**src/rtl/i2cee_pkg.sv**
```systemverilog
// Shared types and constants for the I2C serial-memory master.
// No dependencies; every other file in rtl/ refers to it by scoped names.
package i2cee_pkg;

  localparam int PAGE_BYTES  = 32;
  localparam int ADDR_BITS   = 13;
  localparam int PAGE_IDX_W  = $clog2(PAGE_BYTES);
  localparam int QUEUE_DEPTH = 4;
  localparam int QPTR_W      = $clog2(QUEUE_DEPTH);
  localparam int CFG_IDX_W   = 1;
  localparam int CFG_DATA_W  = 8;

  localparam logic [6:0] DEVICE_ADDRESS_RESET = 7'd80;
  localparam logic [7:0] ACK_TIMEOUT_RESET    = 8'd250;

  typedef logic [PAGE_IDX_W-1:0] page_idx_t;
  typedef logic [ADDR_BITS-1:0]  addr_t;

  typedef enum logic [1:0] {
    OP_TICK  = 2'd0,
    OP_LOAD  = 2'd1,
    OP_WRITE = 2'd2,
    OP_READ  = 2'd3
  } opcode_t;

  typedef enum logic [CFG_IDX_W-1:0] {
    CFG_DEVICE_ADDRESS = 1'b0,
    CFG_ACK_TIMEOUT    = 1'b1
  } cfg_idx_t;

  typedef enum logic [4:0] {
    PH_IDLE      = 5'd0,
    PH_ST_A      = 5'd1,
    PH_ST_B      = 5'd2,
    PH_ST_C      = 5'd3,
    PH_W_LOW     = 5'd4,
    PH_W_DATA    = 5'd5,
    PH_W_HIGH    = 5'd6,
    PH_W_END_LOW = 5'd7,
    PH_W_END_REL = 5'd8,
    PH_ACK_HIGH  = 5'd9,
    PH_ACK_WAIT  = 5'd10,
    PH_R_LOW     = 5'd11,
    PH_R_REL     = 5'd12,
    PH_R_HIGH    = 5'd13,
    PH_R_SAMPLE  = 5'd14,
    PH_MA_LOW    = 5'd15,
    PH_MA_SDA    = 5'd16,
    PH_MA_HIGH   = 5'd17,
    PH_MA_END    = 5'd18,
    PH_SP_A      = 5'd19,
    PH_SP_B      = 5'd20,
    PH_SP_C      = 5'd21
  } phase_t;

  // Configuration write as seen by the sequencer
  typedef struct packed {
    logic                  we;
    cfg_idx_t              index;
    logic [CFG_DATA_W-1:0] data;
  } cfg_wr_t;

  // Classified input beat held in the queue
  typedef struct packed {
    opcode_t   kind;
    logic      load_ok;
    addr_t     addr;
    page_idx_t bidx;
    logic [7:0] wbyte;
    logic [7:0] rlen;
    logic      sda;
  } item_t;

  // One result beat
  typedef struct packed {
    logic       scl;
    logic       sda;
    logic [7:0] read_data;
    logic       read_valid;
    logic       read_last;
    logic       busy;
    logic       ack_timed_out;
  } result_t;

endpackage

```
**src/rtl/i2cee_front.sv**
```systemverilog
// Front end: accepts input beats, classifies them and queues them for the sequencer.
// Depends on i2cee_pkg.
module i2cee_front (
  input  logic                clk,
  input  logic                rst,
  input  logic                in_valid,
  output logic                in_ready,
  input  logic [1:0]          opcode,
  input  logic [12:0]         mem_address,
  input  logic [4:0]          buffer_index,
  input  logic [7:0]          write_byte,
  input  logic [7:0]          read_length,
  input  logic                sda_in,
  output logic                q_valid,
  output i2cee_pkg::item_t    q_item,
  input  logic                q_pop
);

  i2cee_pkg::item_t                 queue_mem [i2cee_pkg::QUEUE_DEPTH];
  logic [i2cee_pkg::QPTR_W-1:0]     wr_ptr;
  logic [i2cee_pkg::QPTR_W-1:0]     rd_ptr;
  logic [i2cee_pkg::QPTR_W:0]       count;
  logic [i2cee_pkg::QPTR_W:0]       count_next;
  logic                             push;
  i2cee_pkg::item_t                 item_in;

  // Classify the incoming beat
  always_comb begin
    item_in.kind    = i2cee_pkg::opcode_t'(opcode);
    item_in.load_ok = (int'(buffer_index) < i2cee_pkg::PAGE_BYTES);
    item_in.addr    = i2cee_pkg::addr_t'(mem_address);
    item_in.bidx    = i2cee_pkg::page_idx_t'(buffer_index);
    item_in.wbyte   = write_byte;
    item_in.rlen    = read_length;
    item_in.sda     = sda_in;
  end

  assign in_ready = (count != (i2cee_pkg::QPTR_W + 1)'(i2cee_pkg::QUEUE_DEPTH));
  assign push     = in_valid && in_ready;
  assign q_valid  = (count != '0);
  assign q_item   = queue_mem[rd_ptr];

  // Track queue fill
  always_comb begin
    count_next = count;
    if (push && !q_pop) begin
      count_next = count + 1'b1;
    end else if (!push && q_pop) begin
      count_next = count - 1'b1;
    end
  end

  // Advance pointers
  always_ff @(posedge clk) begin
    if (rst) begin
      wr_ptr <= '0;
      rd_ptr <= '0;
      count  <= '0;
    end else begin
      count <= count_next;
      if (push) begin
        wr_ptr <= wr_ptr + 1'b1;
      end
      if (q_pop) begin
        rd_ptr <= rd_ptr + 1'b1;
      end
    end
  end

  // Store queued beats
  always_ff @(posedge clk) begin
    if (push) begin
      queue_mem[wr_ptr] <= item_in;
    end
  end

endmodule

```
**src/rtl/i2cee_back.sv**
```systemverilog
// Back end: bus phase sequencer, page buffer, configuration registers, result register.
// Depends on i2cee_pkg.
module i2cee_back (
  input  logic                 clk,
  input  logic                 rst,
  input  i2cee_pkg::cfg_wr_t   cfg,
  input  logic                 q_valid,
  input  i2cee_pkg::item_t     q_item,
  output logic                 q_pop,
  output logic                 out_valid,
  input  logic                 out_ready,
  output i2cee_pkg::result_t   res
);

  localparam logic [7:0] WRITE_BYTES = 8'(3 + i2cee_pkg::PAGE_BYTES);

  logic [7:0]          page_buffer [i2cee_pkg::PAGE_BYTES];
  i2cee_pkg::phase_t   phase, phase_next;
  logic [3:0]          bit_count, bit_count_next;
  logic [7:0]          byte_count, byte_count_next;
  logic [7:0]          shift_reg, shift_reg_next;
  logic [7:0]          ack_wait_count, ack_wait_count_next;
  i2cee_pkg::addr_t    target_address;
  logic [7:0]          bytes_wanted;
  logic                mode_is_read;
  logic                scl_reg, scl_reg_next;
  logic                sda_reg, sda_reg_next;
  logic [6:0]          device_address;
  logic [7:0]          ack_timeout;
  i2cee_pkg::result_t  res_next;

  logic       tick, is_idle, start_cmd, load_cmd;
  logic [7:0] wait_inc, byte_inc, tx_sel, tx_off, tx_byte, dev;
  logic [3:0] bit_inc;
  logic       ack_done, tout;
  logic [7:0] rdata;
  logic       rvalid, rlast;

  assign q_pop     = q_valid && (!out_valid || out_ready);
  assign tick      = (q_item.kind == i2cee_pkg::OP_TICK);
  assign is_idle   = (phase == i2cee_pkg::PH_IDLE);
  assign start_cmd = !tick && is_idle &&
                     (q_item.kind == i2cee_pkg::OP_WRITE || q_item.kind == i2cee_pkg::OP_READ);
  assign load_cmd  = is_idle && (q_item.kind == i2cee_pkg::OP_LOAD) && q_item.load_ok;
  assign wait_inc  = ack_wait_count + 8'd1;
  assign byte_inc  = byte_count + 8'd1;
  assign bit_inc   = bit_count + 4'd1;
  assign ack_done  = !q_item.sda || (wait_inc >= ack_timeout);
  assign dev       = {device_address, 1'b0};

  // Pick the outgoing byte: after a start condition the current slot, after an ack the next
  assign tx_sel = (phase == i2cee_pkg::PH_ST_C) ? byte_count : byte_inc;
  assign tx_off = tx_sel - 8'd3;
  always_comb begin
    if (tx_sel == 8'd0) begin
      tx_byte = dev;
    end else if (tx_sel == 8'd1) begin
      tx_byte = 8'(target_address >> 8);
    end else if (tx_sel == 8'd2) begin
      tx_byte = target_address[7:0];
    end else if (mode_is_read) begin
      tx_byte = dev | 8'd1;
    end else begin
      tx_byte = page_buffer[tx_off[i2cee_pkg::PAGE_IDX_W-1:0]];
    end
  end

  // Next phase
  always_comb begin
    phase_next = phase;
    if (!tick) begin
      if (start_cmd) begin
        phase_next = i2cee_pkg::PH_ST_A;
      end
    end else begin
      unique case (phase)
        i2cee_pkg::PH_IDLE:      phase_next = i2cee_pkg::PH_IDLE;
        i2cee_pkg::PH_ST_A:      phase_next = i2cee_pkg::PH_ST_B;
        i2cee_pkg::PH_ST_B:      phase_next = i2cee_pkg::PH_ST_C;
        i2cee_pkg::PH_ST_C:      phase_next = i2cee_pkg::PH_W_LOW;
        i2cee_pkg::PH_W_LOW:     phase_next = i2cee_pkg::PH_W_DATA;
        i2cee_pkg::PH_W_DATA:    phase_next = i2cee_pkg::PH_W_HIGH;
        i2cee_pkg::PH_W_HIGH: begin
          phase_next = (bit_inc >= 4'd8) ? i2cee_pkg::PH_W_END_LOW : i2cee_pkg::PH_W_LOW;
        end
        i2cee_pkg::PH_W_END_LOW: phase_next = i2cee_pkg::PH_W_END_REL;
        i2cee_pkg::PH_W_END_REL: phase_next = i2cee_pkg::PH_ACK_HIGH;
        i2cee_pkg::PH_ACK_HIGH:  phase_next = i2cee_pkg::PH_ACK_WAIT;
        i2cee_pkg::PH_ACK_WAIT: begin
          if (ack_done) begin
            if (!mode_is_read) begin
              phase_next = (byte_inc >= WRITE_BYTES) ? i2cee_pkg::PH_SP_A
                                                     : i2cee_pkg::PH_W_LOW;
            end else if (byte_inc == 8'd3) begin
              phase_next = i2cee_pkg::PH_ST_A;
            end else if (byte_inc >= 8'd4) begin
              phase_next = i2cee_pkg::PH_R_LOW;
            end else begin
              phase_next = i2cee_pkg::PH_W_LOW;
            end
          end
        end
        i2cee_pkg::PH_R_LOW:     phase_next = i2cee_pkg::PH_R_REL;
        i2cee_pkg::PH_R_REL:     phase_next = i2cee_pkg::PH_R_HIGH;
        i2cee_pkg::PH_R_HIGH:    phase_next = i2cee_pkg::PH_R_SAMPLE;
        i2cee_pkg::PH_R_SAMPLE: begin
          if (bit_inc >= 4'd8) begin
            phase_next = (byte_inc >= bytes_wanted) ? i2cee_pkg::PH_SP_A
                                                    : i2cee_pkg::PH_MA_LOW;
          end else begin
            phase_next = i2cee_pkg::PH_R_HIGH;
          end
        end
        i2cee_pkg::PH_MA_LOW:    phase_next = i2cee_pkg::PH_MA_SDA;
        i2cee_pkg::PH_MA_SDA:    phase_next = i2cee_pkg::PH_MA_HIGH;
        i2cee_pkg::PH_MA_HIGH:   phase_next = i2cee_pkg::PH_MA_END;
        i2cee_pkg::PH_MA_END:    phase_next = i2cee_pkg::PH_R_LOW;
        i2cee_pkg::PH_SP_A:      phase_next = i2cee_pkg::PH_SP_B;
        i2cee_pkg::PH_SP_B:      phase_next = i2cee_pkg::PH_SP_C;
        i2cee_pkg::PH_SP_C:      phase_next = i2cee_pkg::PH_IDLE;
        default:                 phase_next = i2cee_pkg::PH_IDLE;
      endcase
    end
  end

  // Line levels, counters and read byte per phase
  always_comb begin
    bit_count_next      = bit_count;
    byte_count_next     = byte_count;
    shift_reg_next      = shift_reg;
    ack_wait_count_next = ack_wait_count;
    scl_reg_next        = scl_reg;
    sda_reg_next        = sda_reg;
    rdata               = 8'd0;
    rvalid              = 1'b0;
    rlast               = 1'b0;
    tout                = 1'b0;
    if (!tick) begin
      if (start_cmd) begin
        byte_count_next = 8'd0;
        bit_count_next  = 4'd0;
      end
    end else begin
      unique case (phase)
        i2cee_pkg::PH_ST_A:      sda_reg_next = 1'b1;
        i2cee_pkg::PH_ST_B:      scl_reg_next = 1'b1;
        i2cee_pkg::PH_ST_C: begin
          sda_reg_next   = 1'b0;
          shift_reg_next = tx_byte;
          bit_count_next = 4'd0;
        end
        i2cee_pkg::PH_W_LOW:     scl_reg_next = 1'b0;
        i2cee_pkg::PH_W_DATA: begin
          sda_reg_next   = shift_reg[7];
          shift_reg_next = {shift_reg[6:0], 1'b0};
        end
        i2cee_pkg::PH_W_HIGH: begin
          scl_reg_next   = 1'b1;
          bit_count_next = bit_inc;
        end
        i2cee_pkg::PH_W_END_LOW: scl_reg_next = 1'b0;
        i2cee_pkg::PH_W_END_REL: sda_reg_next = 1'b1;
        i2cee_pkg::PH_ACK_HIGH: begin
          scl_reg_next        = 1'b1;
          ack_wait_count_next = 8'd0;
        end
        i2cee_pkg::PH_ACK_WAIT: begin
          if (q_item.sda) begin
            ack_wait_count_next = wait_inc;
            tout                = ack_done;
          end
          if (ack_done) begin
            scl_reg_next    = 1'b0;
            byte_count_next = byte_inc;
            if (mode_is_read && byte_inc >= 8'd4) begin
              byte_count_next = 8'd0;
              bit_count_next  = 4'd0;
              shift_reg_next  = 8'd0;
            end else if (!(mode_is_read && byte_inc == 8'd3) &&
                         !(!mode_is_read && byte_inc >= WRITE_BYTES)) begin
              shift_reg_next = tx_byte;
              bit_count_next = 4'd0;
            end
          end
        end
        i2cee_pkg::PH_R_LOW:     scl_reg_next = 1'b0;
        i2cee_pkg::PH_R_REL: begin
          sda_reg_next   = 1'b1;
          bit_count_next = 4'd0;
        end
        i2cee_pkg::PH_R_HIGH:    scl_reg_next = 1'b1;
        i2cee_pkg::PH_R_SAMPLE: begin
          scl_reg_next = 1'b0;
          if (bit_inc >= 4'd8) begin
            rdata           = {shift_reg[6:0], q_item.sda};
            rvalid          = 1'b1;
            rlast           = (byte_inc >= bytes_wanted);
            byte_count_next = byte_inc;
            shift_reg_next  = 8'd0;
            bit_count_next  = 4'd0;
          end else begin
            shift_reg_next = {shift_reg[6:0], q_item.sda};
            bit_count_next = bit_inc;
          end
        end
        i2cee_pkg::PH_MA_LOW:    scl_reg_next = 1'b0;
        i2cee_pkg::PH_MA_SDA:    sda_reg_next = 1'b0;
        i2cee_pkg::PH_MA_HIGH:   scl_reg_next = 1'b1;
        i2cee_pkg::PH_MA_END:    scl_reg_next = 1'b0;
        i2cee_pkg::PH_SP_A:      sda_reg_next = 1'b0;
        i2cee_pkg::PH_SP_B:      scl_reg_next = 1'b1;
        i2cee_pkg::PH_SP_C:      sda_reg_next = 1'b1;
        default: begin
        end
      endcase
    end
  end

  // Assemble the result beat
  always_comb begin
    res_next.scl           = scl_reg_next;
    res_next.sda           = sda_reg_next;
    res_next.read_data     = rdata;
    res_next.read_valid    = rvalid;
    res_next.read_last     = rlast;
    res_next.busy          = (phase_next != i2cee_pkg::PH_IDLE);
    res_next.ack_timed_out = tout;
  end

  // Sequencer and configuration registers
  always_ff @(posedge clk) begin
    if (rst) begin
      phase          <= i2cee_pkg::PH_IDLE;
      bit_count      <= 4'd0;
      byte_count     <= 8'd0;
      shift_reg      <= 8'd0;
      ack_wait_count <= 8'd0;
      target_address <= '0;
      bytes_wanted   <= 8'd0;
      mode_is_read   <= 1'b0;
      scl_reg        <= 1'b1;
      sda_reg        <= 1'b1;
      device_address <= i2cee_pkg::DEVICE_ADDRESS_RESET;
      ack_timeout    <= i2cee_pkg::ACK_TIMEOUT_RESET;
      out_valid      <= 1'b0;
    end else begin
      if (cfg.we) begin
        unique case (cfg.index)
          i2cee_pkg::CFG_DEVICE_ADDRESS: device_address <= cfg.data[6:0];
          i2cee_pkg::CFG_ACK_TIMEOUT:    ack_timeout    <= cfg.data;
          default: begin
          end
        endcase
      end
      if (q_pop) begin
        phase          <= phase_next;
        bit_count      <= bit_count_next;
        byte_count     <= byte_count_next;
        shift_reg      <= shift_reg_next;
        ack_wait_count <= ack_wait_count_next;
        scl_reg        <= scl_reg_next;
        sda_reg        <= sda_reg_next;
        if (start_cmd) begin
          target_address <= q_item.addr;
          bytes_wanted   <= q_item.rlen;
          mode_is_read   <= (q_item.kind == i2cee_pkg::OP_READ);
        end
      end
      if (q_pop) begin
        out_valid <= 1'b1;
      end else if (out_ready) begin
        out_valid <= 1'b0;
      end
    end
  end

  // Hold the result beat and the page buffer
  always_ff @(posedge clk) begin
    if (q_pop) begin
      res <= res_next;
      if (load_cmd) begin
        page_buffer[q_item.bidx] <= q_item.wbyte;
      end
    end
  end

  a_bit_count_range: assert property (@(posedge clk) disable iff (rst)
    bit_count <= 4'd8)
    else $error("bit counter beyond one byte");

  a_write_byte_range: assert property (@(posedge clk) disable iff (rst)
    !mode_is_read |-> byte_count <= WRITE_BYTES)
    else $error("write byte counter beyond page");

  a_ack_leaves_wait: assert property (@(posedge clk) disable iff (rst)
    (q_pop && tick && phase == i2cee_pkg::PH_ACK_WAIT && ack_done)
      |=> phase != i2cee_pkg::PH_ACK_WAIT)
    else $error("acknowledge wait not left after ack or timeout");

  a_busy_matches_phase: assert property (@(posedge clk) disable iff (rst)
    out_valid |-> res.busy == (phase != i2cee_pkg::PH_IDLE))
    else $error("busy flag disagrees with sequencer phase");

  a_last_needs_valid: assert property (@(posedge clk) disable iff (rst)
    (out_valid && res.read_last) |-> res.read_valid)
    else $error("read_last without read_valid");

endmodule

```
**src/rtl/i2c_eeprom_master.sv**
```systemverilog
// Each input beat passes through the queue and then the result register before it is offered.
// Throughput: one beat per cycle unless stalled; the 4-entry queue and the result register
// let either side stall while the other moves; the sequencer moves at most one phase per beat.
// Reset: synchronous, active high; sequencer idle, lines released high, registers at defaults.
// The page buffer is not cleared by reset and holds whatever was last loaded.
// Top level of the I2C serial-memory master; depends on i2cee_pkg, i2cee_front, i2cee_back.
module i2c_eeprom_master (
  input  logic        clk,
  input  logic        rst,
  input  logic        cfg_write,
  input  logic [0:0]  cfg_index,
  input  logic [7:0]  cfg_data,
  input  logic        in_valid,
  output logic        in_ready,
  input  logic [1:0]  opcode,
  input  logic [12:0] mem_address,
  input  logic [4:0]  buffer_index,
  input  logic [7:0]  write_byte,
  input  logic [7:0]  read_length,
  input  logic        sda_in,
  output logic        out_valid,
  input  logic        out_ready,
  output logic        scl_level,
  output logic        sda_level,
  output logic [7:0]  read_data,
  output logic        read_valid,
  output logic        read_last,
  output logic        busy_res,
  output logic        ack_timed_out
);

  i2cee_pkg::cfg_wr_t  cfg;
  i2cee_pkg::item_t    q_item;
  i2cee_pkg::result_t  res;
  logic                q_valid;
  logic                q_pop;

  // Bundle the configuration write
  always_comb begin
    cfg.we    = cfg_write;
    cfg.index = i2cee_pkg::cfg_idx_t'(cfg_index);
    cfg.data  = cfg_data;
  end

  i2cee_front u_front (
    .clk          (clk),
    .rst          (rst),
    .in_valid     (in_valid),
    .in_ready     (in_ready),
    .opcode       (opcode),
    .mem_address  (mem_address),
    .buffer_index (buffer_index),
    .write_byte   (write_byte),
    .read_length  (read_length),
    .sda_in       (sda_in),
    .q_valid      (q_valid),
    .q_item       (q_item),
    .q_pop        (q_pop)
  );

  i2cee_back u_back (
    .clk       (clk),
    .rst       (rst),
    .cfg       (cfg),
    .q_valid   (q_valid),
    .q_item    (q_item),
    .q_pop     (q_pop),
    .out_valid (out_valid),
    .out_ready (out_ready),
    .res       (res)
  );

  // Unpack the result beat
  assign scl_level     = res.scl;
  assign sda_level     = res.sda;
  assign read_data     = res.read_data;
  assign read_valid    = res.read_valid;
  assign read_last     = res.read_last;
  assign busy_res      = res.busy;
  assign ack_timed_out = res.ack_timed_out;

endmodule

```
**config.mk**
```make
export PLATFORM = sky130hd
export DESIGN_NAME = i2c_eeprom_master
export DESIGN_NICKNAME = d
export VERILOG_FILES = /design/src/rtl/i2cee_pkg.sv /design/src/rtl/i2cee_front.sv /design/src/rtl/i2cee_back.sv /design/src/rtl/i2c_eeprom_master.sv
export SDC_FILE = /design/constraint.sdc
export NUM_CORES = 1
export LEC_CHECK = 0
export ABC_AREA = 0
export BUFFER_PORTS_ARGS = -buffer_cell sky130_fd_sc_hd__buf_2
export CORE_ASPECT_RATIO = 0.75
export CORE_MARGIN = 5
export CORE_UTILIZATION = 66
export CTS_CLUSTER_SIZE = 30
export DETAILED_ROUTE_END_ITERATION = 6
export GPL_TIMING_DRIVEN = 0
export PLACE_DENSITY_LB_ADDON = 0.2
export REMOVE_ABC_BUFFERS = 1
export SYNTH_ARGS = -nofsm -noshare
export SYNTH_HDL_FRONTEND = slang
export SYNTH_HIERARCHICAL = 1
export SYNTH_SLANG_ARGS = --single-unit
```
**constraint.sdc**
```tcl
create_clock -name clk -period 8.6 [get_ports clk]
set_input_delay 0.86 -clock clk [delete_from_list [all_inputs] [get_ports clk]]
set_output_delay 0.86 -clock clk [all_outputs]
set_load 0.05 [all_outputs]
```
==> out/results.ini, run 1 <==
[detailed_routing]
post-route-drc-count = 0
drt_iter0_markers = 1979
wl_per_cell_um = 22.8
num_vias = 13900
viasPerCell = 6.45
ant_nets = 0
drt-pass1-iter-count = 6
routed_wl_mm = 49.2

[floorplan]
pin_count = 67
die_w_um = 219
die_h_um = 166
core_area_sq_um = 32300
die_area_sq_um = 36400
fp-row-count = 57
start_util_pct = 66.7

[sta]
clock_skew_ns = 0.0189
min_period_ns = 5.66
slew_violations = 0
tightest_slew_ns = 1.20
whs_ns = 0.460
setup_tns_ns = 0
max_freq_mhz = 177
final_hold_viol_count = 0
final-setup-viol-count = 0
post-route-period-util_pct = 65.8
grt_setup_unrepaired = false
slew_headroom_pct = 19.4

[cts]
clock_latency_ns = 0.58
cts_resized = 0
htree_levels = 2
cts_tree = yes
hold_buffers = 0
cts.path.max_buffers = 3
cts_num_sinks = 500
post_cts_buffers = 0
cts-root-buf = clkbuf_16
cts.reportedPaths.clkPinSlew_ns = 0.07
cts_buffers = 46

[power_and_ir_drop]
pwr-share-clk_pct = 26.2
power_density_nw_per_um2 = 302
finalPower_mw = 7.16
vdd_ir_drop_max_uv = 274
p_sw_share_pct = 33.9
intPower_mw = 4.73
p_seq_share_pct = 43.4
combPwrFrac_pct = 30.4
net-switching-power_mw = 2.43
leakage_nw = 8.21

[cells_and_area]
syn2layout_area_growth_pct = 10.1
largest_register_ffs = 256
drive_gt1_share_pct = 12.4
regMostFlops = u_back/page_buffer
top_regs = u_back/page_buffer: 256 flops, u_front/queue_mem: 148 flops, u_back/res: 14 flops
nets = 1768

[grt]
antenna_found_initial = 7
grt_max_degree = 87
grt_usage_pct = 27.0
overflow = 0
grt_pass1_vias = 13400
grt_pass1_wl_mm = 76.3

[synthesis]
ys_async_sr_fraction_pct = 0
ys_seq_area_share_pct = 65.9
syn_area_sq_um = 21500
synth-seq-cells = 500
synth_cells = 1648
synth_area_per_cell_sq_um = 13.1
synth-edff-count = 418
ys.flop_type = edfxtp_1
yosysWarningCount = 6
synth_cell_type_count = 80

[place]
numPortBuffers = 66
place_hpwl_mm = 31.5
place_congestion = 0.960

[worst_setup_path]
worstSetupPathType = flip-flop to flip-flop
required_ns = 9.00
rrSetupSlack_ns = 2.94
reg2reg_depth = 16
worstPathMaxFanout = 24
cp.arrival_ns = 6.06
startpoint_type = flip-flop
endpoint_kind = flip-flop
r2r_start = u_back/phase[0]$_SDFFE_PP0P_
r2r_end = u_back/shift_reg[7]$_SDFFE_PP0P_

[min_path]
min_path_cells = 2
hold_end = u_back/target_address[10]$_SDFFE_PP0P_
hold_path_startpoint = u_back/target_address[10]$_SDFFE_PP0P_
hp-class = flip-flop to flip-flop

[run]
max_cap_viol_count = 0

[run_status]
status = finished clean

power by group through the flow:
stage	logic [mW]	registers, mW	clock network, mW
floorplan	1.24	3.24	0
global placement	1.96	3.18	0
detailed placement	2.13	3.15	0
CTS	2.15	3.10	1.90
global route	2.33	3.12	2.02
finish	2.18	3.10	1.88
synth_stat cells (all sizes together) (8+ instances only):
master / number / share of area [%]
and3: 26 / 0.76
ha: 28 / 1.6
nand3: 101 / 2.3
a311oi: 8 / 0.33
nor2b: 13 / 0.38
mux2i: 32 / 1.5
inv: 34 / 0.59
nor2: 116 / 2.0
xor2: 11 / 0.53
nand4: 8 / 0.23
o31ai: 11 / 0.38
edfxtp: 418 / 58
o2111ai: 8 / 0.33
a21boi: 9 / 0.33
nor3: 15 / 0.35
a22oi: 8 / 0.28
o21ai: 37 / 0.91
nand2b: 14 / 0.41
a21oi: 93 / 2.2
nand2: 280 / 4.9
or3: 9 / 0.26
xnor2: 16 / 0.69
clkbuf: 52 / 0.91
and2: 14 / 0.41
dfxtp: 82 / 7.6
buf: 41 / 1.3
mux4: 57 / 6.1
cell families after synthesis:
group                      Yosys count  synth area share (%)
xor gates and xnor gates            27                  1.22
other                                1                0.0174
adders and majority gates           30                  1.77
DFF                                500                  65.9
AOI/OAI and AO/OA                  243                  7.35
and+or+nand+nor                    628                  13.2
muxes                               91                  7.67
buffers and inverters              128                  2.85
worst max-delay path, stage by stage (launching register included):
cell	delay, ns
dfxtp_1	0.83
or3b_4	0.49
nor2_2	0.29
xnor2_4	0.31
buf_16	0.25
ha_1	0.25
xor2_1	0.49
xor2_4	0.59
buf_16	0.25
buf_16	0.18
buf_16	0.17
mux2i_1	0.20
mux2i_1	0.20
mux4_2	0.53
o211a_1	0.23
o21ai_0	0.11
a211oi_1	0.11
routing by layer:
layer	GRT usage (%)	up-vias	wire, um
met5	0	-	72
met4	7.70	12	1270
met3	6.30	109	5390
met2	39.0	762	21900
met1	41.9	6808	20600
li1	-	6229	-
metrics by stage:
step	cells	utilization, %	setup WS, ns	cell area (sq um)
finish	2159	73.4	2.94	23700
global route	2159	73.4	2.69	23700
CTS	2158	73.4	2.97	23700
detailed placement	2082	69.2	3.02	22400
global placement	2063	67.9	-2.38	21900
floorplan	1555	-	1.55	21100
final cells by class:
class	count	area, sq um
antenna	1	2.50
clock buffer	59	1220
sequential	500	14200
timing repair buffer	85	706
fill	2015	8590
clock inverter	17	123
tap	442	553
inverter	35	133
multi-input combinational	1020	6780
worst max-delay path by stage:
stage | startpoint | to | slack [ns] | cells after the start
detailed placement | u_back/phase[0]$_SDFFE_PP0P_ | u_back/shift_reg[7]$_SDFFE_PP0P_ | 3.02 | 16
CTS | u_back/phase[0]$_SDFFE_PP0P_ | u_back/shift_reg[7]$_SDFFE_PP0P_ | 2.97 | 16
finish | u_back/phase[0]$_SDFFE_PP0P_ | u_back/shift_reg[7]$_SDFFE_PP0P_ | 2.94 | 16
global route | u_back/phase[0]$_SDFFE_PP0P_ | u_back/shift_reg[7]$_SDFFE_PP0P_ | 2.69 | 16
floorplan | u_back/phase[4]$_SDFFE_PP0P_ | u_back/shift_reg[1]$_SDFFE_PP0P_ | 1.55 | 11
global placement | u_back/phase[4]$_SDFFE_PP0P_ | u_back/shift_reg[6]$_SDFFE_PP0P_ | -2.38 | 12
cells in the final DEF (no fill, tap or decap), drive strengths merged, types with 14 or more instances in the layout:
| master | netlist | routed |
|---|---|---|
| edfxtp | 418 | 418 |
| nand2 | 280 | 280 |
| nor2 | 116 | 116 |
| nand3 | 101 | 101 |
| a21oi | 93 | 93 |
| buf | 41 | 85 |
| dfxtp | 82 | 82 |
| clkbuf | 52 | 59 |
| mux4 | 57 | 57 |
| o21ai | 37 | 37 |
| inv | 34 | 36 |
| mux2i | 32 | 32 |
| ha | 28 | 28 |
| and3 | 26 | 26 |
| xnor2 | 16 | 16 |
| nor3 | 15 | 15 |
| nand2b | 14 | 14 |
| clkinv | 1 | 14 |
| and2 | 14 | 14 |
Note: power is estimated with default switching activity, not from simulation.
==> run 2: changes to the inputs <==
CORE_UTILIZATION = 56   (was 66)
clock period = 5.15 ns   (was 8.6 ns; I/O delays follow)
==> run 2 against run 1 <==
  * Critical path depth is 6 lower
  * Cell area increased by 1.4%
  * Final cell count rose by 3.9%
==> out/results.ini, run 2 (synthesis gave the netlist of run 1 again) <==
[run_status]
status = finished clean  ; unchanged

[floorplan]
pin_count = 67  ; unchanged
die_w_um = 236  ; was 219 um
core_area_sq_um = 38200  ; was 32300 sq um
die_h_um = 180  ; was 166 um
start_util_pct = 56.4  ; was 66.7%
die_area_sq_um = 42500  ; was 36400 sq um
fp-row-count = 62  ; was 57

[sta]
whs_ns = 0.159  ; was 0.460 ns
final_hold_viol_count = 0  ; unchanged
final-setup-viol-count = 0  ; unchanged
tightest_slew_ns = 1.18  ; was 1.20 ns
fin_ws_ns = 0.288  ; was 2.94 ns
max_freq_mhz = 206  ; was 177 MHz
slew_headroom_pct = 20.9  ; was 19.4%
grt_setup_unrepaired = false  ; unchanged
min_period_ns = 4.86  ; was 5.66 ns
slew_violations = 0  ; unchanged
clock_skew_ns = 0.0154  ; was 0.0189 ns
post-route-period-util_pct = 94.4  ; was 65.8%

[run]
max_cap_viol_count = 0  ; unchanged

[power_and_ir_drop]
power_density_nw_per_um2 = 511  ; was 302 nW/um^2
leakage_nw = 8.32  ; was 8.21 nW
vdd_ir_drop_max_uv = 299  ; was 274 uV

[worst_setup_path]
crit_path_top_delay_cell = o31ai_1  ; was dfxtp_1
crit_buf_inv = 2  ; was 4
cpPeakStageDelay_ns = 0.71  ; was 0.83 ns
path_cells = or3b_4, nor2_2, xnor2_4, buf_12, clkinv_2, ha_1, o31ai_1, o2111ai_1, a41o_1, a21oi_1  ; was or3b_4, nor2_2, xnor2_4, buf_16, ha_1, xor2_1, xor2_4, buf_16, buf_16, buf_16, mux2i_1, mux2i_1, mux4_2, o211a_1, o21ai_0, a211oi_1
rrSetupSlack_ns = 0.29  ; was 2.94 ns
endpoint_kind = flip-flop  ; unchanged
startpoint_type = flip-flop  ; unchanged
cp_top_family = compound AO/OA/AOI/OAI gates  ; was XOR/XNOR gates
worstPathMaxFanout = 44  ; was 24
required_ns = 5.64  ; was 9.00 ns
cp.arrival_ns = 5.35  ; was 6.06 ns
worstSetupPathType = flip-flop to flip-flop  ; unchanged

[detailed_routing]
ant_nets = 0  ; unchanged
drt-pass1-iter-count = 5  ; was 6
routed_wl_mm = 50.0  ; was 49.2 mm
drt_iter0_markers = 1363  ; was 1979
wl_per_cell_um = 22.3  ; was 22.8 um
post-route-drc-count = 0  ; unchanged
num_vias = 13600  ; was 13900
viasPerCell = 6.08  ; was 6.45

[cts]
hold_buffers = 0  ; unchanged
cts-root-buf = clkbuf_16  ; unchanged
htree_levels = 2  ; unchanged
clock_latency_ns = 0.57  ; was 0.58 ns
cts_tree = yes  ; unchanged
cts.reportedPaths.clkPinSlew_ns = 0.06  ; was 0.07 ns
cts_buffers = 47  ; was 46
cts.path.max_buffers = 3  ; unchanged
cts_num_sinks = 500  ; unchanged

[place]
place_congestion = 0.943  ; was 0.960
place_hpwl_mm = 32.0  ; was 31.5 mm
numPortBuffers = 66  ; unchanged
place_ws_ns = -0.294  ; was 3.02 ns

[grt]
grt_pass1_vias = 13100  ; was 13400
antenna_found_initial = 4  ; was 7
grt_pass1_wl_mm = 76.8  ; was 76.3 mm
grt_usage_pct = 22.9  ; was 27.0%
grt_max_degree = 87  ; unchanged
overflow = 0  ; unchanged

[cells_and_area]
fill_cells = 2858  ; was 2015
final_core_util_pct = 63.0  ; was 73.4%
top_regs = u_back/page_buffer: 256 flops, u_front/queue_mem: 148 flops, u_back/res: 14 flops  ; unchanged
final_common_cell = edfxtp_1  ; unchanged
nets = 1772  ; was 1768
regArea_sq_um = 14200  ; about the same
largest_register_ffs = 256  ; unchanged
drive_gt1_share_pct = 13.2  ; was 12.4%
regMostFlops = u_back/page_buffer  ; unchanged
multi_input_area_sq_um = 6810  ; was 6780 sq um
syn2layout_area_growth_pct = 11.6  ; was 10.1%
final_cell_mix = 418 x edfxtp_1, 280 x nand2_1, 115 x nor2_1  ; unchanged

[min_path]
hp-class = input pin to flip-flop  ; was flip-flop to flip-flop

==> run 2: report_power, final <==
| group | total [mW] | internal (mW) | switching (mW) |
|---|---|---|---|
| Clock | 3.45 | 1.98 | 1.46 |
| Combinational | 3.67 | 1.23 | 2.44 |
| Sequential | 5.18 | 4.97 | 0.208 |
| Total | 12.3 | 8.18 | 4.11 |
==> run 2: worst paths after layout <==
check | startpoint | endpoint | depth (start not counted)
worst max-delay path | u_back/phase[4]$_SDFFE_PP0P_ | u_back/shift_reg[6]$_SDFFE_PP0P_ | 10
worst min-delay path | mem_address[1] | u_front/queue_mem[3][23]$_DFFE_PP_ | 1
worst max register to register | u_back/phase[4]$_SDFFE_PP0P_ | u_back/shift_reg[6]$_SDFFE_PP0P_ | 10
worst min register to register | u_back/bytes_wanted[5]$_SDFFE_PP0P_ | u_back/bytes_wanted[5]$_SDFFE_PP0P_ | 2
==> run 2: metal layers <==
metal	share of wire [%]	wire length [um]	GRT usage (%)
met4	2.2	1090	5.40
met3	8.3	4160	4.76
met5	0.080	40	0
met1	46	22900	35.7
met2	43	21700	33.5
==> run 2: metrics by stage <==
step | total power, mW | instance area [sq um] | setup TNS [ns] | instances
after floorplan | 7.49 | 21100 | -13.67 | 1555
after detailed placement | 8.87 | 22500 | -0.634 | 2152
after CTS | 12.3 | 24000 | 0 | 2240
after global routing | 12.8 | 24000 | 0 | 2243
final | 12.3 | 24000 | 0 | 2243
after global placement | 8.66 | 22000 | -104.52 | 2133
==> run 2: cell type report <==
class	instances	share of cell area, %
flip-flops and latches	500	59.1
clock inverters	20	0.880
clock buffers	67	5.47
inverters	35	0.552
repair buffers	87	3.05
well taps	512	2.66
diodes	1	0.0104
multi-input cells	1021	28.3
==> run 2: timing repair <==
action,in CTS,in global routing
pin swaps,1,1
gates cloned,1,0
buffers inserted,0,2
resized for setup,3,1
setup endpoints to repair,4,4
==> run 3: changes to the inputs <==
SYNTH_HIERARCHICAL = not set   (was 1)
==> run 3 against run 2 <==
  * First-iteration DRC count down 7.7%
  * Sequential share of layout area up 0.74 points
  * Critical endpoint is now u_back.shift_reg[0]$_SDFFE_PP0P_
  * Synthesized cell count down 12%
  * Clock power down 3%
  * Highest routed layer unchanged
  * Maximum frequency down 1.7%
  * Global-route usage down 0.62 points
  * Synthesized area down 0.74%
  * Total power down 3.3%
  * Clock skew up 0.014 ns
  * Core utilization down 0.52 points
  * Cell area down 1.2%
  * Hold slack better by 0.0011 ns
==> out/results.ini, run 3 <==
[cells_and_area]
multi_input_area_sq_um = 6690  ; was 6810 sq um
diodes = 0  ; was 1
top_regs = u_back.page_buffer: 256 flops, u_front.queue_mem: 148 flops, u_back.res: 14 flops  ; was u_back/page_buffer: 256 flops, u_front/queue_mem: 148 flops, u_back/res: 14 flops
drive_gt1_share_pct = 17.8  ; was 13.2%
regMostFlops = u_back.page_buffer  ; was u_back/page_buffer
largest_register_ffs = 256  ; unchanged
final_cell_mix = 418 x edfxtp_1, 162 x nand2_1, 107 x nor2_1  ; was 418 x edfxtp_1, 280 x nand2_1, 115 x nor2_1
final_common_cell = edfxtp_1  ; unchanged
fill_cells = 2785  ; was 2858
regArea_sq_um = 14200  ; unchanged
syn2layout_area_growth_pct = 11.1  ; was 11.6%
nets = 1582  ; was 1772

[sta]
final_hold_viol_count = 0  ; unchanged
post-route-period-util_pct = 96.1  ; was 94.4%
slew_headroom_pct = 12.0  ; was 20.9%
slew_violations = 0  ; unchanged
tightest_slew_ns = 1.32  ; was 1.18 ns
grt_setup_unrepaired = false  ; unchanged
whs_ns = 0.160  ; was 0.159 ns
min_period_ns = 4.95  ; was 4.86 ns
max_freq_mhz = 202  ; was 206 MHz
clock_skew_ns = 0.0292  ; was 0.0154 ns
final-setup-viol-count = 0  ; unchanged

[synthesis]
synth_top_family_by_area = multiplexers  ; was simple AND/OR/NAND/NOR gates
synth_cells = 1456  ; was 1648
synth-adder-area-share_pct = 1.78  ; was 1.77%
synth_compound_area_share_pct = 6.43  ; was 7.35%
synth-edff-count = 418  ; unchanged
syn_area_sq_um = 21400  ; was 21500 sq um
synth_area_per_cell_sq_um = 14.7  ; was 13.1 sq um
synthTopCellsByArea = edfxtp_1 59%, mux4_2 11%, dfxtp_1 7.7%, nand2_1 2.8%, nor2_1 1.9%  ; was edfxtp_1 58%, dfxtp_1 7.6%, mux4_2 5.2%, nand2_1 4.9%, nand3_1 2.3%
yosysWarningCount = 0  ; was 6
netlist.area_leader.share_pct = 58.7  ; was 58.3%
synth_cell_type_count = 71  ; was 80
synthSimpleGateAreaFrac_pct = 9.77  ; was 13.2%
yosys-mux-area-fraction_pct = 12.0  ; was 7.67%
ys_seq_area_share_pct = 66.4  ; was 65.9%
ys_async_sr_fraction_pct = 0  ; unchanged
synth_top_area_cell = edfxtp_1  ; unchanged
synth_most_common_cell = edfxtp_1  ; unchanged
synth-seq-cells = 500  ; unchanged
ys.flop_type = edfxtp_1  ; unchanged
synthTopCellsByCount = 418 x edfxtp_1, 162 x nand2_1, 107 x nor2_1, 103 x mux4_2, 82 x dfxtp_1  ; was 418 x edfxtp_1, 280 x nand2_1, 115 x nor2_1, 101 x nand3_1, 93 x a21oi_1
synth-xor-area-share_pct = 1.11  ; was 1.22%

[worst_setup_path]
worstSetupPathType = flip-flop to flip-flop  ; unchanged
cp.arrival_ns = 5.42  ; was 5.35 ns
reg2reg_depth = 12  ; was 10
r2r_end = u_back.shift_reg[0]$_SDFFE_PP0P_  ; was u_back/shift_reg[6]$_SDFFE_PP0P_
worstPathMaxFanout = 24  ; was 44
r2r_start = u_back.phase[2]$_SDFFE_PP0P_  ; was u_back/phase[4]$_SDFFE_PP0P_
required_ns = 5.62  ; was 5.64 ns
startpoint_type = flip-flop  ; unchanged
rrSetupSlack_ns = 0.20  ; was 0.29 ns
endpoint_kind = flip-flop  ; unchanged

[run]
max_cap_viol_count = 0  ; unchanged

[detailed_routing]
routed_wl_mm = 46.9  ; was 50.0 mm
wl_per_cell_um = 22.9  ; was 22.3 um
ant_nets = 0  ; unchanged
drt_iter0_markers = 1258  ; was 1363
post-route-drc-count = 0  ; unchanged
num_vias = 12600  ; was 13600
drt-pass1-iter-count = 5  ; unchanged
viasPerCell = 6.16  ; was 6.08

[cts]
cts.reportedPaths.clkPinSlew_ns = 0.07  ; was 0.06 ns
cts_buffers = 47  ; unchanged
clock_latency_ns = 0.58  ; was 0.57 ns
cts-root-buf = clkbuf_16  ; unchanged
cts_tree = yes  ; unchanged
htree_levels = 2  ; unchanged
cts_num_sinks = 500  ; unchanged
hold_buffers = 0  ; unchanged
cts.path.max_buffers = 3  ; unchanged

[floorplan]
start_util_pct = 56.2  ; was 56.4%
fp-row-count = 62  ; unchanged
die_h_um = 179  ; was 180 um
pin_count = 67  ; unchanged
die_area_sq_um = 42200  ; was 42500 sq um
die_w_um = 236  ; about the same
core_area_sq_um = 38000  ; was 38200 sq um

[power_and_ir_drop]
finalPower_mw = 11.9  ; was 12.3 mW
p_seq_share_pct = 44.2  ; was 42.1%
vdd_ir_drop_max_uv = 303  ; was 299 uV
power_density_nw_per_um2 = 501  ; was 511 nW/um^2
net-switching-power_mw = 3.81  ; was 4.11 mW
leakage_nw = 8.04  ; was 8.32 nW
p_sw_share_pct = 32.1  ; was 33.4%
pwr-share-clk_pct = 28.2  ; was 28.0%
intPower_mw = 8.08  ; was 8.18 mW
combPwrFrac_pct = 27.6  ; was 29.8%

[run_status]
status = finished clean  ; unchanged

[grt]
grtUsageMet1_pct = 34.8  ; was 35.7%
gr-usage-met3_pct = 4.67  ; was 4.76%
grt_pass1_vias = 12200  ; was 13100
grtUsageMet2_pct = 32.8  ; was 33.5%
overflow = 0  ; unchanged
antenna_found_initial = 2  ; was 4
busiest_layer = met1  ; unchanged
grt_usage_pct = 22.3  ; was 22.9%
grt_pass1_wl_mm = 72.8  ; was 76.8 mm
grt_max_degree = 66  ; was 87

[min_path]
min_path_cells = 1  ; unchanged
hold_end = u_front.queue_mem[3][2]$_DFFE_PP_  ; was u_front/queue_mem[3][23]$_DFFE_PP_
hp-class = input pin to flip-flop  ; unchanged
hold_path_startpoint = read_length[1]  ; was mem_address[1]

[place]
numPortBuffers = 66  ; unchanged
place_congestion = 0.908  ; was 0.943
place_hpwl_mm = 30.5  ; was 32.0 mm

run 3: cell count changes after synthesis, moves of 15 or more:
cell | previous run | this run
mux2i_1 | 32 | 8
nand4_1 | 8 | 24
and3_1 | 26 | 11
nand3_1 | 101 | 35
mux4_2 | 50 | 103
nand2_1 | 280 | 162
run 3: worst max-delay path by stage:
stage / from / end / cells past startpoint
floorplan: u_back.phase[2]$_SDFFE_PP0P_ / u_back.shift_reg[0]$_SDFFE_PP0P_ / 11
CTS: u_back.phase[2]$_SDFFE_PP0P_ / u_back.shift_reg[6]$_SDFFE_PP0P_ / 12
global placement: u_back.phase[2]$_SDFFE_PP0P_ / u_back.shift_reg[0]$_SDFFE_PP0P_ / 11
finish: u_back.phase[2]$_SDFFE_PP0P_ / u_back.shift_reg[0]$_SDFFE_PP0P_ / 12
detailed placement: u_back.phase[1]$_SDFFE_PP0P_ / u_back.shift_reg[6]$_SDFFE_PP0P_ / 12
global route: u_back.byte_count[0]$_SDFFE_PP0P_ / u_back.shift_reg[0]$_SDFFE_PP0P_ / 13
run 3: logic make-up (layout without fill, tap and decap cells):
family / Yosys count / count (layout)
AO/OA/AOI/OAI: 218 / 218
adder cells (fa/ha/maj): 30 / 30
flip-flops: 500 / 500
buffers and inverters: 122 / 204
AND/OR/NAND/NOR: 443 / 443
XOR/XNOR: 24 / 24
multiplexers: 119 / 119
run 3: layer usage:
layer / wire (um) / up-vias
met5: 21 / -
met4: 831 / 4
met3: 4240 / 66
met2: 20700 / 537
met1: 21200 / 6331
li1: - / 5689
run 3: through the flow:
step / util, % / TNS [ns] / cells / area [sq um] / worst slack [ns]
global route: 62.5 / 0 / 2050 / 23700 / 0.0382
detailed placement: 58.5 / -3.87 / 1964 / 22200 / -0.819
floorplan: - / -16.14 / 1374 / 21000 / -2.26
global placement: 57.8 / -38.39 / 1952 / 22000 / -4.95
CTS: 62.4 / 0 / 2050 / 23700 / 0.163
finish: 62.5 / 0 / 2050 / 23700 / 0.202
run 3: layout make-up:
type	instances	share of cell area, %
Sequential cell	500	59.8
Multi-Input combinational cell	834	28.2
Clock buffer	58	5.13
Tap cell	512	2.70
Timing Repair Buffer	79	2.50
Clock inverter	27	1.08
Inverter	40	0.632
run 3: timing repair:
| item | 4_1_cts | 5_1_grt |
|---|---|---|
| buffers inserted | 1 | 0 |
| pin swaps | 1 | 0 |
| endpoints found under the setup margin | 8 | 1 |
| resized for setup | 5 | 1 |
| gates cloned | 0 | 0 |
run 3: worst max-delay path: stages, from the launching register on:
cell,delay [ns]
dfxtp_1,0.57
nand4bb_2,0.62
or2_2,0.57
o21a_1,0.28
ha_4,0.19
xnor2_1,0.35
xnor2_4,0.24
buf_12,0.23
mux4_1,0.65
mux4_2,0.53
or3_1,0.36
nand4_1,0.13
a21oi_1,0.08
run 3: power by group through the flow:
stage               registers, mW  logic, mW  clock network [mW]
detailed placement           5.33       3.23                   0
CTS                          5.25       3.25                3.42
global placement             5.39       3.04                   0
global route                 5.29       3.53                3.60
floorplan                    5.46       1.99                   0
finish                       5.26       3.28                3.36
